$ cat src/ins_pkg.sv
`timescale 1ns / 1ps
// ----------------------------------------------------------------------------
// Insertion sorter package
// Shared types for the sorting cell chain and its control.
// ----------------------------------------------------------------------------
package ins_pkg;

  // Per-cycle commands broadcast from the controller to every cell.
  typedef struct packed {
    logic insert;  // place the incoming value into the sorted chain
    logic drain;   // shift the chain down by one place toward cell 0
  } cell_ctrl_t;

endpackage

$ cat src/ins_cell.sv
`timescale 1ns / 1ps
// ----------------------------------------------------------------------------
// Insertion sorter cell
// One place of the sorted chain: holds a value, compares it with the
// incoming value and takes its new contents from itself or a neighbor.
// ----------------------------------------------------------------------------
module ins_cell import ins_pkg::*; #(
  parameter int VALUE_BITS = 16
) (
  input  logic                         clk,
  input  cell_ctrl_t                   ctrl,
  input  logic signed [VALUE_BITS-1:0] new_value,
  input  logic                         occupied,
  input  logic                         prev_occupied,
  input  logic                         prev_gt,
  input  logic signed [VALUE_BITS-1:0] prev_value,
  input  logic signed [VALUE_BITS-1:0] next_value,
  output logic                         gt,
  output logic signed [VALUE_BITS-1:0] value
);

  logic take;

  // The stored value moves up when it is strictly greater than the new one,
  // so equal values keep their arrival order.
  assign gt   = occupied && (value > new_value);
  assign take = gt || (!occupied && prev_occupied);

  always_ff @(posedge clk) begin
    if (ctrl.drain) begin
      value <= next_value;
    end else if (ctrl.insert && take) begin
      value <= prev_gt ? prev_value : new_value;
    end
  end

endmodule

$ cat src/insertion_sorter.sv
`timescale 1ns / 1ps
// ----------------------------------------------------------------------------
// Insertion sorter
// Sorts a set of signed values in a chain of compare-and-shift cells and
// emits the set in ascending order.
// ----------------------------------------------------------------------------
// Usage: items arrive on the value/is_last channel (item_valid, item_stall)
// and leave on the sorted_value/is_last_res/overflow channel (result_valid,
// result_stall). Each accepted item is inserted into the cell chain in the
// cycle it is accepted, so a set streams in at one item per cycle while
// item_stall is low. When an item with is_last is accepted, the block
// drains the chain through cell 0, one result per cycle while the receiver
// does not stall. The last item sets the draining flag, after which cell 0
// is loaded into the output register as the first result. During the
// drain, item_stall is high; it drops in the cycle after the final result
// is loaded into the output register. A stalled result simply holds the
// output register and pauses the drain. Items beyond DEPTH are dropped and
// every result of that set carries the overflow flag. Reset empties the
// chain and clears the recorded overflow and the output valid.
// ----------------------------------------------------------------------------
module insertion_sorter import ins_pkg::*; #(
  parameter int DEPTH      = 32,
  parameter int VALUE_BITS = 16
) (
  input  logic                         clk,
  input  logic                         rst,
  input  logic                         item_valid,
  output logic                         item_stall,
  input  logic signed [VALUE_BITS-1:0] value,
  input  logic                         is_last,
  output logic                         result_valid,
  input  logic                         result_stall,
  output logic signed [VALUE_BITS-1:0] sorted_value,
  output logic                         is_last_res,
  output logic                         overflow
);

  localparam int CNT_BITS = $clog2(DEPTH + 1);

  // Number of occupied cells; cells below this count hold the sorted set.
  logic [CNT_BITS-1:0] element_count;
  logic                overflow_seen;
  logic                draining;

  logic                          accept;
  logic                          full;
  logic                          load;
  cell_ctrl_t                    ctrl;
  logic signed [VALUE_BITS-1:0]  cell_value [DEPTH];
  logic                          cell_gt    [DEPTH];
  logic                          occ        [DEPTH];

  assign item_stall = draining;
  assign accept     = item_valid && !draining;
  assign full       = (element_count == CNT_BITS'(DEPTH));

  // While draining, the output register is refilled whenever it is empty or being taken.
  assign load = draining && (!result_valid || !result_stall);

  assign ctrl.insert = accept && !full;
  assign ctrl.drain  = load;

  genvar i;
  generate
    for (i = 0; i < DEPTH; i++) begin : g_cell
      logic                         prev_occ;
      logic                         prev_gt;
      logic signed [VALUE_BITS-1:0] prev_val;
      logic signed [VALUE_BITS-1:0] next_val;

      assign occ[i] = (element_count > CNT_BITS'(i));

      // Cell 0 has no lower neighbor: whenever it takes a value, it takes the new one.
      if (i == 0) begin : g_first
        assign prev_occ = 1'b1;
        assign prev_gt  = 1'b0;
        assign prev_val = value;
      end else begin : g_inner
        assign prev_occ = occ[i-1];
        assign prev_gt  = cell_gt[i-1];
        assign prev_val = cell_value[i-1];
      end

      // The top cell has no upper neighbor; what it takes during a drain is
      // beyond the count and never read.
      if (i == DEPTH - 1) begin : g_top
        assign next_val = cell_value[i];
      end else begin : g_below
        assign next_val = cell_value[i+1];
      end

      ins_cell #(
        .VALUE_BITS(VALUE_BITS)
      ) u_cell (
        .clk          (clk),
        .ctrl         (ctrl),
        .new_value    (value),
        .occupied     (occ[i]),
        .prev_occupied(prev_occ),
        .prev_gt      (prev_gt),
        .prev_value   (prev_val),
        .next_value   (next_val),
        .gt           (cell_gt[i]),
        .value        (cell_value[i])
      );
    end
  endgenerate

  // Output register payload; valid is handled with the control state.
  always_ff @(posedge clk) begin
    if (load) begin
      sorted_value <= cell_value[0];
      is_last_res  <= (element_count == CNT_BITS'(1));
      overflow     <= overflow_seen;
    end
  end

  always_ff @(posedge clk) begin
    if (rst) begin
      element_count <= '0;
      overflow_seen <= 1'b0;
      draining      <= 1'b0;
      result_valid  <= 1'b0;
    end else begin
      if (accept) begin
        // A full chain drops the item but still honors its last mark.
        if (full) begin
          overflow_seen <= 1'b1;
        end else begin
          element_count <= element_count + CNT_BITS'(1);
        end
        if (is_last) begin
          draining <= 1'b1;
        end
      end

      if (load) begin
        result_valid  <= 1'b1;
        element_count <= element_count - CNT_BITS'(1);
        if (element_count == CNT_BITS'(1)) begin
          draining      <= 1'b0;
          overflow_seen <= 1'b0;
        end
      end else if (result_valid && !result_stall) begin
        result_valid <= 1'b0;
      end
    end
  end

endmodule
$ cat config.mk
export PLATFORM = sky130hd
export DESIGN_NAME = insertion_sorter
export DESIGN_NICKNAME = d
export VERILOG_FILES = /design/src/ins_pkg.sv /design/src/ins_cell.sv /design/src/insertion_sorter.sv
export SDC_FILE = /design/constraint.sdc
export NUM_CORES = 2
export LEC_CHECK = 0
export BUFFER_PORTS_ARGS = -buffer_cell sky130_fd_sc_hd__buf_4
export CAP_MARGIN = 25
export CORE_MARGIN = 10
export CORE_UTILIZATION = 38
export DETAILED_ROUTE_END_ITERATION = 6
export GPL_TIMING_DRIVEN = 1
export HOLD_SLACK_MARGIN = 0.08
export PLACE_DENSITY = 0.55
export SLEW_MARGIN = 20
export SYNTH_ARGS = -nofsm -noshare
export SYNTH_HDL_FRONTEND = slang
export SYNTH_SLANG_ARGS = --single-unit
$ cat constraint.sdc
create_clock -name clk -period 13.15 [get_ports clk]
set_clock_uncertainty 0.2 [all_clocks]
set_input_delay 0 -clock clk [delete_from_list [all_inputs] [get_ports clk]]
set_output_delay 0 -clock clk [all_outputs]
set_load 0.01 [all_outputs]
# [Word-level counts from Yosys, hierarchy flattened]
# Cells that the tools add are included.
[totals] register_bits=539 inputBits=21
[op_classes] n_addsub=2 n_lt_le_gt_ge=64 eq_ne=3 mux=106 bitwise_logic=1 n_reduce_logical=203
[op_table] op="two-way mux 16 bit" n=93
[op_table] op="> comparator 16 bit" n=32
[op_table] op="logical AND 1 bit" n=99
[op_table] op="> comparator 6 x 5 -> 1 bit, second input constant" n=16
[op_table] op="nonzero test 2 bit" n=33
[op_table] op="> comparator 6 x 4 -> 1 bit, second input constant" n=8
[op_table] op="logical NOT 1 bit" n=36
[op_table] op="logical OR 1 bit" n=33
[op_table] op="> comparator 6 x 3 -> 1 bit, second input constant" n=4
[op_table] op="two-way mux 6 bit" n=3
[op_table] op="> comparator 6 x 1 -> 1 bit, second input constant" n=2
[op_table] op="> comparator 6 x 2 -> 1 bit, second input constant" n=2
[op_table] op="two-way mux 1 bit" n=10
[op_table] op="adder 6 x 1 -> 6 bit, second input constant" n=1
[op_table] op="== test 6 x 1 -> 1 bit, second input constant" n=1
[op_table] op="== test 6 bit, second input constant" n=1
[op_table] op="subtractor 6 x 1 -> 6 bit, second input constant" n=1
[op_table] op="AND reduction 2 bit" n=2
[op_table] op="inequality test 2 x 1 -> 1 bit, second input constant" n=1
[op_table] op="inverter 1 bit" n=1

# [Depth between registers and ports, before layout]
[depth] word_depth=7 depth_mapped=13 ltp_nobuf=9

# [Cells and area by module]
# From an unflattened synthesis, not the netlist that was laid out.
[hier_totals] cells_unflattened=4459 hier_area_um2=42381.9
[modules_own_cells] module="ins_cell" instances=32 cells_per_inst=135 area_each_um2=1281.2
[modules_own_cells] module="insertion_sorter" instances=1 cells_per_inst=139 area_each_um2=1382.6

# [Worst setup path before layout]
# OpenSTA, ideal clock, no wires.
[synth_timing] kind="input-to-reg" startpoint="in value[15]" endpoint="reg g_cell[22].u_cell.value[0], enable pin" setup_time_ns=0.411 arrival_ns=4.147 required_time_ns=12.539 setup_slack_ns=8.392 cell_stages=13 n_path_buf=4 path_cell_list="clkbuf_1 clkbuf_1 inv_1 ha_1 nand4_1 or4_1 a21oi_1 o31a_1 o21ai_0 buf_2 buf_4 a21boi_0 o21ai_0"
[synth_via] elab_chain_len=5
[synth_lines] element="start: declaration" line="insertion_sorter.sv:29" rtl="input logic signed [VALUE_BITS-1:0] value,"
[synth_lines] element="> comparator 16 bit" line="ins_cell.sv:26" rtl="assign gt = occupied && (value > new_value);"
[synth_lines] element="logical AND 1 bit" line="ins_cell.sv:26"
[synth_lines] element="logical OR 1 bit" line="ins_cell.sv:27" rtl="assign take = gt || (!occupied && prev_occupied);"
[synth_lines] element="logical AND 1 bit" line="ins_cell.sv:32" rtl="end else if (ctrl.insert && take) begin"
[synth_lines] element="nonzero test 2 bit (no line)"
[synth_lines] element="end signal: assignment" line="ins_cell.sv:31" rtl="value <= next_value;"
[synth_lines] element="end signal: assignment" line="ins_cell.sv:33" rtl="value <= prev_gt ? prev_value : new_value;"
[synth_lines] element="end: declaration" line="ins_cell.sv:19" rtl="output logic signed [VALUE_BITS-1:0] value"
# Every way passes these cells.
# A chain may end at the register's enable or synchronous reset.

# [Worst setup path in the final report]
[layout_timing] startpoint="in value[12]" endpoint="reg g_cell[20].u_cell.value[0], enable pin"
[layout_via] elab_chain_len=5
[layout_lines] element="> comparator 16 bit" line="ins_cell.sv:26"
[layout_lines] element="logical AND 1 bit" line="ins_cell.sv:26"
[layout_lines] element="logical OR 1 bit" line="ins_cell.sv:27"
[layout_lines] element="logical AND 1 bit" line="ins_cell.sv:32"
[layout_lines] element="nonzero test 2 bit (no line)"
[layout_lines] element="end signal: assignment" line="ins_cell.sv:31"
[layout_lines] element="end signal: assignment" line="ins_cell.sv:33"
[layout_lines] element="end: declaration" line="ins_cell.sv:19"
# Every way passes these cells.

==> out/qor.csv <==
metric,value,unit
fin_cells,5311,
ctsResizeCount,0,
cts_tree,done,
hold_viol_final,0,
fin_crit_sh,34.2,%
hold_buffers,24,
drc,0,
leakagePower,16.6,nW
clock_sinks,539,
cts_buffers,69,
clk_latency,650,ps
area_growth,11.0,%
nets,4430,
ys_warn_count,0,
cp-start-kind,primary input,
grt_max_degree,157,
crit_arrival,4560,ps
grt-ovfl-total,0,
power_density,135,mW/mm^2
yosysSeqAreaShare,41.6,%
hold_class,in -> reg,
drt_iter0_drc,4041,
finalSetupViolCount,0,
clk_path_buf_depth,3,
antenna_found_initial,5,
synthMuxAreaShare,6.54,%
synth.avg_cell_area,9.90,um^2
rr_worst_depth,11,
fill_cells,9802,
globalplace.congestion,0.931,
clk_pin_slew,60,ps
critPathKind,in -> reg,
synth_fa_ha_area_share,16.7,%
ios,41,
synth_top_family_by_area,adder cells,
yosys.area_share.simple,15.1,%
dp_hpwl,105,mm
postCtsSetupBuffers,0,
die_area,0.115,mm^2
status,completed,
slew_violations,0,
avgRoutedWirePerCell,29.0,um
grt_usage,25.8,%
required,13220,ps
max_slew_margin,23.8,%
cap_violations,0,
antenna_left,0,
die-width,339,um
diodes,0,
worst_pin_slew,1140,ps
viasPerCell,6.25,
dp_cells,5163,
synthArstFlopShare,0,%
post-route-min-period,4490,ps
cp-end-kind,register,
synthesis.area,0.0387,mm^2
ys.flop_type,edfxtp_1,
die_h,339,um
drtPass1Iterations,5,
post-place-ws,8720,ps
grt_pass1_vias,31200,
initial_utilization,38.2,%
synth-seq-cells,539,
setup_ws,8660,ps
final_cell_mix,"548 x nand2_1, 530 x edfxtp_1, 516 x ha_1",
max_freq,0.223,GHz
drt_wl_total,154,mm
syn_inst,3914,
yosysUniqueCellTypes,74,
grt_pass1_wl,223,mm
yosys.area_share.xor_xnor,0.136,%
hold_depth,3,
drive_above_1_share,8.32,%
port_buffers,40,
final_common_cell,nand2_1,
tns,0,ps
rsz0062_at_grt,no,
htreeDepth,3,
seq_area,0.0161,mm^2
syn_nets,4451,
multiInputGateArea,0.0215,mm^2
synth_edf_count,530,
critPathMaxFanout,19,
cts-root-buf,clkbuf_16,
ir_worst_vdd,0.0975,mV
synth_compound_area_share,16.4,%
rows,117,
vias,33200,
core,0.101,mm^2
## stage by stage
stage / hold slack, ps / util [%] / cell area [um^2] / total power [W]
after floorplan: -55.3 / - / 38700 / 0.00333
after global placement: 53.2 / 40.0 / 40600 / 0.00390
after detailed placement: 54.2 / 40.0 / 40600 / 0.00393
after CTS: 254 / 42.3 / 42900 / 0.00578
after global routing: 305 / 42.4 / 43000 / 0.00604
final: 290 / 42.4 / 43000 / 0.00581
## final timing paths
| kind | startpoint | end | slack (ps) |
|---|---|---|---|
| worst max-delay path | value[12] | g_cell[20].u_cell.value[0] | 8660 |
| worst min-delay path | value[3] | g_cell[31].u_cell.value[3] | 290 |
| worst max register to register | element_count[1] | g_cell[31].u_cell.value[0] | 8960 |
| worst min register to register | g_cell[0].u_cell.value[8] | sorted_value[8] | 360 |
## sequential cells by signal (all words and copies together), names as in the netlist
signal / cells
overflow: 1
item_stall: 1
result_valid: 1
sorted_value: 16
element_count: 6
overflow_seen: 1
is_last_res: 1
g_cell.u_cell.value: 512
## where the power goes
group          total, W  switching (W)  internal, W
logic           0.00150       0.000957     0.000539
clock network   0.00186       0.000816      0.00104
registers       0.00245       0.000258      0.00219
## routing by layer
metal	global-route usage, %	part of all wire (%)	wire length (um)
met1	37.1	44	67800
met2	38.6	43	65900
met3	3.97	9.3	14300
met4	10.0	4.0	6220
met5	0	0.016	25
## critical path: stages
cell and delay (ps):
dlygate4sd3_1 570, buf_4 380, inv_2 290, buf_4 360, ha_1 340, nand4_1 170, or4_1 620, a21o_1 210
nand4_1 80, or4b_1 440, buf_4 250, o31ai_1 100, a21o_1 680
## cell usage after synthesis, types with 7 or more instances
cell type	instances	area share, %
o22ai_1	9	0.15
dfxtp_1	9	0.47
mux2_2	20	0.58
a221o_1	7	0.18
clkbuf_1	203	2.0
nor4_1	21	0.34
o221ai_1	17	0.38
o211ai_1	246	4.8
o221a_2	13	0.38
buf_2	26	0.34
or4_1	14	0.27
inv_1	75	0.73
a21o_1	63	1.2
buf_6	10	0.29
nor3_1	43	0.56
o31ai_1	12	0.23
o21ai_0	236	3.0
nand2_1	558	5.4
buf_1	10	0.097
a21oi_1	282	3.6
edfxtp_1	530	41
ha_1	516	17
nor2b_1	37	0.60
and4_1	12	0.27
a31oi_1	24	0.39
mux2i_1	228	5.9
nand2b_1	13	0.21
buf_4	7	0.14
o21a_1	21	0.41
and3_1	8	0.13
a211oi_1	10	0.19
nand3_1	287	3.7
nor2_1	146	1.4
nand4_1	96	1.6
a21boi_0	9	0.17
o21ai_1	8	0.10
## cell type report
class | count | area share, %
clock inverters | 32 | 0.501
clock buffers | 89 | 4.36
flip-flops and latches | 539 | 37.4
multi-input cells | 3042 | 49.9
well taps | 1368 | 3.98
inverters | 76 | 0.681
repair buffers | 165 | 3.13
## kinds of logic (layout without fill, tap and decap cells)
group                      after synthesis  count (layout)
DFF                                    539             539
xor gates and xnor gates                 6               6
and+or+nand+nor                       1264            1264
buffers and inverters                  333             362
muxes                                  250             250
adders and majority gates              516             516
AOI/OAI and AO/OA                     1006            1006
(Power assumes the default switching activity.)
